**config.mk**
```make
export PLATFORM = sky130hd
export DESIGN_NAME = bst_ctrl
export DESIGN_NICKNAME = d
export VERILOG_FILES = /design/src/rtl/core/bst_pkg.sv /design/src/rtl/core/bst_ctrl.sv
export SDC_FILE = /design/constraint.sdc
export NUM_CORES = 1
export LEC_CHECK = 0
export BUFFER_PORTS_ARGS = -buffer_cell sky130_fd_sc_hd__buf_2
export CAP_MARGIN = 20
export CORE_AREA = 2 2 39 41
export CTS_BUF_LIST = sky130_fd_sc_hd__clkbuf_8 sky130_fd_sc_hd__clkbuf_16
export CTS_CLUSTER_DIAMETER = 30
export DETAILED_ROUTE_END_ITERATION = 12
export DIE_AREA = 0 0 41 43
export PLACE_DENSITY_LB_ADDON = 0.25
export SETUP_SLACK_MARGIN = 0.02
export SLEW_MARGIN = 0
export SYNTH_ARGS = -nofsm -noshare
export SYNTH_HDL_FRONTEND = slang
export SYNTH_SLANG_ARGS = --single-unit
```
**constraint.sdc**
```tcl
create_clock -name clk_i -period 1.5 [get_ports clk_i]
set_clock_uncertainty 0.2 [all_clocks]
set_input_delay 0.225 -clock clk_i [delete_from_list [all_inputs] [get_ports clk_i]]
set_output_delay 0.225 -clock clk_i [all_outputs]
set_load 0.02 [all_outputs]
```
**src/rtl/core/bst_pkg.sv**
```systemverilog
// ----------------------------------------------------------------------------
// bst_pkg
// Types, codes and helpers shared by the branch statistics table modules.
// ----------------------------------------------------------------------------
package bst_pkg;

  localparam int CNT_W  = 32;
  localparam int IN_W   = 88;
  localparam int OUT_W  = 176;
  localparam logic [CNT_W-1:0] CNT_MAX = '1;

  typedef enum logic [1:0] {
    REQ_OUTCOME   = 2'd0,
    REQ_OCCUPANCY = 2'd1,
    REQ_READ      = 2'd2,
    REQ_FLUSH     = 2'd3
  } bst_req_e;

  typedef enum logic [2:0] {
    ST_IDLE,
    ST_MATCH,
    ST_DECIDE,
    ST_CLEAR,
    ST_READ,
    ST_UPDATE,
    ST_RESULT
  } bst_state_e;

  // input item, last-declared field in the lowest bits
  typedef struct packed {
    logic [3:0]  pad;
    logic [5:0]  read_bin;
    logic [5:0]  read_index;
    logic [5:0]  active_lanes;
    logic        taken;
    logic [31:0] target_pc;
    logic [31:0] source_pc;
    logic        branch_kind;
  } bst_in_t;

  // result item, last-declared field in the lowest bits
  typedef struct packed {
    logic [5:0]       pad;
    logic [CNT_W-1:0] bin_count;
    logic [CNT_W-1:0] taken_total;
    logic [CNT_W-1:0] instance_count;
    logic [31:0]      target_out;
    logic [31:0]      source_out;
    logic             kind_out;
    logic             entry_valid;
    logic             table_full;
    logic             hit;
    logic [5:0]       entry_index;
  } bst_res_t;

  // one word of the entry memory
  typedef struct packed {
    logic             kind;
    logic [31:0]      src;
    logic [31:0]      tgt;
    logic [CNT_W-1:0] inst;
    logic [CNT_W-1:0] tk;
  } bst_entry_t;

  typedef struct packed {
    logic load;
    logic match;
    logic alloc;
    logic clr;
    logic rd;
    logic upd;
    logic flush;
    logic full;
    logic emit;
  } bst_cmd_t;

  typedef struct packed {
    bst_req_e req;
    logic     hit;
    logic     full;
    logic     clr_last;
    logic     out_free;
  } bst_status_t;

  function automatic logic [CNT_W-1:0] sat_inc(input logic [CNT_W-1:0] v);
    sat_inc = (v == CNT_MAX) ? v : v + CNT_W'(1);
  endfunction

endpackage

```
**src/rtl/core/bst_ctrl.sv**
```systemverilog
// ----------------------------------------------------------------------------
// bst_ctrl
// Request sequencer: lookup, allocation with bin clear, counter update.
// ----------------------------------------------------------------------------
module bst_ctrl (
  input  logic                 clk_i,
  input  logic                 rst_ni,
  input  logic                 in_valid_i,
  output logic                 in_ready_o,
  input  bst_pkg::bst_status_t status_i,
  output bst_pkg::bst_cmd_t    cmd_o
);
  import bst_pkg::*;

  bst_state_e state_q, state_d;

  always_ff @(posedge clk_i or negedge rst_ni) begin
    if (!rst_ni) begin
      state_q <= ST_IDLE;
    end else begin
      state_q <= state_d;
    end
  end

  always_comb begin
    state_d    = state_q;
    cmd_o      = '0;
    in_ready_o = 1'b0;
    case (state_q)
      ST_IDLE: begin
        in_ready_o = 1'b1;
        if (in_valid_i) begin
          cmd_o.load = 1'b1;
          state_d    = ST_MATCH;
        end
      end
      ST_MATCH: begin
        cmd_o.match = 1'b1;
        state_d     = ST_DECIDE;
      end
      ST_DECIDE: begin
        case (status_i.req)
          REQ_FLUSH: begin
            cmd_o.flush = 1'b1;
            state_d     = ST_RESULT;
          end
          REQ_READ: begin
            state_d = ST_READ;
          end
          default: begin
            if (status_i.hit) begin
              state_d = ST_READ;
            end else if (status_i.full) begin
              cmd_o.full = 1'b1;
              state_d    = ST_RESULT;
            end else begin
              cmd_o.alloc = 1'b1;
              state_d     = ST_CLEAR;
            end
          end
        endcase
      end
      ST_CLEAR: begin
        // zero the new entry's histogram, one bin a cycle
        cmd_o.clr = 1'b1;
        if (status_i.clr_last) begin
          state_d = ST_READ;
        end
      end
      ST_READ: begin
        cmd_o.rd = 1'b1;
        state_d  = ST_UPDATE;
      end
      ST_UPDATE: begin
        cmd_o.upd = 1'b1;
        state_d   = ST_RESULT;
      end
      ST_RESULT: begin
        if (status_i.out_free) begin
          cmd_o.emit = 1'b1;
          state_d    = ST_IDLE;
        end
      end
      default: begin
        state_d = ST_IDLE;
      end
    endcase
  end

endmodule

```
**Word level (Yosys, flattened, before mapping)**

Index checks and enable logic that the tools add are counted.

- Equality and inequality tests: 11
- Multiplexer cells: 25
- Reductions and logical operators: 3

Operator list:

| operator | count |
|---|---|
| $pmux W3 S7 | 1 |
| $mux W1 | 17 |
| $mux W3 | 5 |
| $eq A3 B3 Y1 const B | 3 |
| $eq A3 B2 Y1 const B | 2 |
| $ne A2 B2 Y1 const B | 3 |
| $pmux W3 S2 | 1 |
| $eq A2 B2 Y1 const B | 2 |
| $eq A3 B1 Y1 const B | 1 |
| $logic_not A3 Y1 | 1 |
| $reduce_and A3 Y1 | 1 |
| $mux W2 | 1 |
| $reduce_or A2 Y1 | 1 |

- Bits in registers: 3
- Input port bits: 9
- Output and inout bits: 10
- Word-level logic and storage cells: 40

**Longest topological paths before layout**

- Word-level depth: 4
- Depth in mapped cells: 4
- Depth with buffers taken out: 3

**Worst setup path before layout**

OpenSTA, ideal clock, no wires.

- Kind: register to output
- Start: reg state_q[0]
- End: out cmd_o[8] (netlist name)
- Arrival time: 1.315 ns
- Required time: 1.075 ns
- Path slack: -0.240 ns
- Stages on the path, launching flop included: 3
- Path through: dfrtp_1 > buf_2 > nor4b_1

RTL lines:

| what | RTL line | source |
|---|---|---|
| start, declared | bst_ctrl.sv:15 | `bst_state_e state_q, state_d;` |
| start signal, assigned | bst_ctrl.sv:21 | `state_q <= state_d;` |
| end, declared | bst_ctrl.sv:11 | `output bst_pkg::bst_cmd_t cmd_o` |

==> results.sh <==
export IMPL_status="complete, but fails checks"
export IMPL_violations="setup timing"
export IMPL_fmax_mhz=604.6
export IMPL_htreeDepth=1
export IMPL_drc=0
export IMPL_cts_root_buf="clkbuf_8"
export IMPL_maxSlewViolCount=0
export IMPL_synth_seq_cells=3
export IMPL_final_core_util=0.4602
export IMPL_place_gp_congestion=0.6994
export IMPL_ant_nets=0
export IMPL_fillers=141
export IMPL_globalRouteOverflowTotal=0
export IMPL_p_per_area_mw_per_mm2=2027
export IMPL_slowest_delay_ps=390
export IMPL_wl_um=882
export IMPL_io_pins=19
export IMPL_r2r_start="state_q[0]$_DFFE_PN0P_"
export IMPL_swShare=0.3960
export IMPL_final_cell_area_um2=636.9
export IMPL_initial_core_util=0.1935
export IMPL_worstSkewPairLatency_ps=210
export IMPL_leakage_nw=0.3028
export IMPL_fp_dieH_um=43
export IMPL_cts_clk_slew_worst_paths_ps=30
export IMPL_hold_viol_final=0
export IMPL_synth_yosys_seq_area_share=0.2804
export IMPL_cts_tree="built"
export IMPL_critical_path_slowest_cell="dfrtp_1"
export IMPL_slew_headroom=0.8660
export IMPL_grt_antenna_before_repair=0
export IMPL_first_global_vias=310
export IMPL_switchingPower_uw=511.2
export IMPL_yosysTopAreaCellShare=0.2804
export IMPL_rows=14
export IMPL_peakVddDrop_mv=0.9210
export IMPL_pwr_share_comb=0.698
export IMPL_crit_path_max_fanout=4
export IMPL_grt_max_degree=13
export IMPL_rsz0062_at_grt="yes"
export IMPL_fin_ws_ps=-153.9
export IMPL_ys_warn_count=0
export IMPL_hpwl_um=530.3
export IMPL_tightest_slew_ps=199.5
export IMPL_die_w_um=41
export IMPL_worstPathCellList="nor3b_4, buf_6, and3_4, buf_6"
export IMPL_end_kind="output port"
export IMPL_syn_nets=43
export IMPL_dpl_cell_area_um2=401.6
export IMPL_vias=350
export IMPL_finalSetupViolCount=10
export IMPL_syn_instance_count=34
export IMPL_drt_iter0_drc=3
export IMPL_hold_class="input pin to flip-flop"
export IMPL_top_register="state_q"
export IMPL_cts_buffer_depth=2
export IMPL_largest_reg_flops=3
export IMPL_yosys_area_top_type="dfrtp_1"
export IMPL_drive_above_1_share=0.6984
export IMPL_cts_sinks=3
export IMPL_cp_startpoint="state_q[1]$_DFFE_PN0P_"
export IMPL_fin_crit_sh=1.103
export IMPL_nets=73
export IMPL_first_pass_iters=2
export IMPL_cap_violations=0
export IMPL_arrival_ps=1230
export IMPL_critPathRequiredTime_ps=1070
export IMPL_final_min_clock_period_ps=1654
export IMPL_p_total_mw=1.291
export IMPL_layout_area_overhead_vs_synth_pct=137.9
export IMPL_power_frac_seq=0.129
export IMPL_grt_pass1_wl_um=1317
export IMPL_worstSetupStartpointType="flip-flop"
export IMPL_syn_area_per_cell_um2=7.875
export IMPL_netlist_area_um2=267.8
export IMPL_critical_path_class="flip-flop to output port"
export IMPL_internal_power_uw=779.6
export IMPL_top_regs="state_q (3)"
export IMPL_viasPerCell=4.430
export IMPL_wl_per_cell_um=11.16
export IMPL_core_area_mm2=0.001384
export IMPL_path_delay_family="flip-flops"
export IMPL_hp_start="in_valid_i"
export IMPL_finalSetupTns_ps=-947.3
export IMPL_path_common_cell="buf_6"
export IMPL_track_usage=0.1084
export IMPL_dp_slack_ps=32.95
export IMPL_cts_buffers=3
export IMPL_die_area_mm2=0.001763
export IMPL_p_clk_frac=0.174
export IMPL_antenna_cells=0
export IMPL_portBuffers=18
export IMPL_synthTopCellsByArea="dfrtp_1 (28%), o21ai_0 (7.5%), and3_2 (5.6%), nor3b_1 (5.6%), and2_1 (4.7%)"
export IMPL_worst_path_buf_inv=2
export IMPL_synth_cell_types=22
-- area by class of cell --
cell class                 instances  area (µm²)  area share
clock buffer                       3       41.29     0.06483
sequential                         3       75.07      0.1179
timing repair buffer              28       226.5      0.3556
tap                               16       20.02     0.03143
inverter                           1       3.754    0.005894
clock inverter                     1       3.754    0.005894
multi-input combinational         27       266.5      0.4185
-- cell families (layout without fill, tap and decap cells) --
group / after synthesis / count (layout) / synth area share
and+or+nand+nor: 19 / 19 / 0.4486
DFF: 3 / 3 / 0.2804
buffers and inverters: 4 / 33 / 0.07944
AOI/OAI and AO/OA: 8 / 8 / 0.1916
-- power by group through the flow --
stage / registers [mW] / logic [mW] / clock network [mW]
2_1_floorplan: 0.146 / 0.377 / 0
3_3_place_gp: 0.141 / 0.546 / 0
3_5_place_dp: 0.140 / 0.545 / 0
4_1_cts: 0.154 / 0.719 / 0.234
5_1_grt: 0.175 / 0.968 / 0.243
6_report: 0.166 / 0.900 / 0.224
-- routing by layer --
metal  track usage  routed length [µm]  vias to the layer above
li1              -                   -                      184
met5             0                   0                        -
met1        0.1543                 398                      155
met4       0.04000                   0                        0
met2        0.1500                 430                       11
met3       0.03141                  54                        0
-- cells in the final DEF (no fill, tap or decap) --
cell,n
a21oi_2,1
clkbuf_8,3
nand2_1,2
nor4b_2,1
and3_4,2
dfrtp_1,3
nor3_4,1
a221o_1,1
nor2_2,1
dlygate4sd3_1,1
buf_2,11
nor4bb_4,1
o21ai_0,4
buf_6,11
inv_1,2
nor2b_4,1
buf_4,5
nor2_4,1
and2_4,2
a21o_1,1
nor4_4,1
and4b_1,1
a22o_1,1
nor2_1,2
nor3b_4,1
nand2b_1,1
nor3b_2,1
-- repair_timing --
action | CTS | global route
buffers inserted | 4 | 0
endpoints found under the setup margin | 9 | 12
endpoints found under the hold margin | 3 | 0
pin swaps | 4 | 1
gates resized for setup | 20 | 16
hold buffers | 1 | 0
gates cloned | 1 | 0
-- cells in the mapped netlist, drive strengths merged --
cell / count
dfrtp: 3
buf: 3
nor2: 4
nor2b: 1
inv: 1
nor4bb: 1
nor3b: 2
a22o: 1
a21o: 1
and2: 2
o21ai: 4
a21oi: 1
and3: 2
nor4: 1
nor3: 1
a221o: 1
nand2b: 1
nor4b: 1
and4b: 1
nand2: 2
-- tightest hold or removal path, cell delays in order --
cell     delay (ps)
buf_2            80
o21ai_0          70
o21ai_0          80
-- worst paths after layout --
| check | endpoint | slack (ps) | cells past startpoint |
|---|---|---|---|
| max | cmd_o[1] | -150 | 4 |
| min | state_q[0]$_DFFE_PN0P_ | 90 | 3 |
| max reg2reg | state_q[1]$_DFFE_PN0P_ | 50 | 5 |
| min reg2reg | state_q[2]$_DFFE_PN0P_ | 580 | 2 |
| max in group asynchronous | state_q[0]$_DFFE_PN0P_ | 860 | 2 |
| min in group asynchronous | state_q[1]$_DFFE_PN0P_ | 140 | 2 |
-- through the flow --
step / instances / hold slack [ps]
after detailed placement: 69 / -174.7
after global placement: 69 / -175.6
after global routing: 79 / 98.20
after floorplan: 34 / -270.6
final: 79 / 91.33
after CTS: 79 / 92.56
Note: power is estimated with default switching activity, not from simulation.
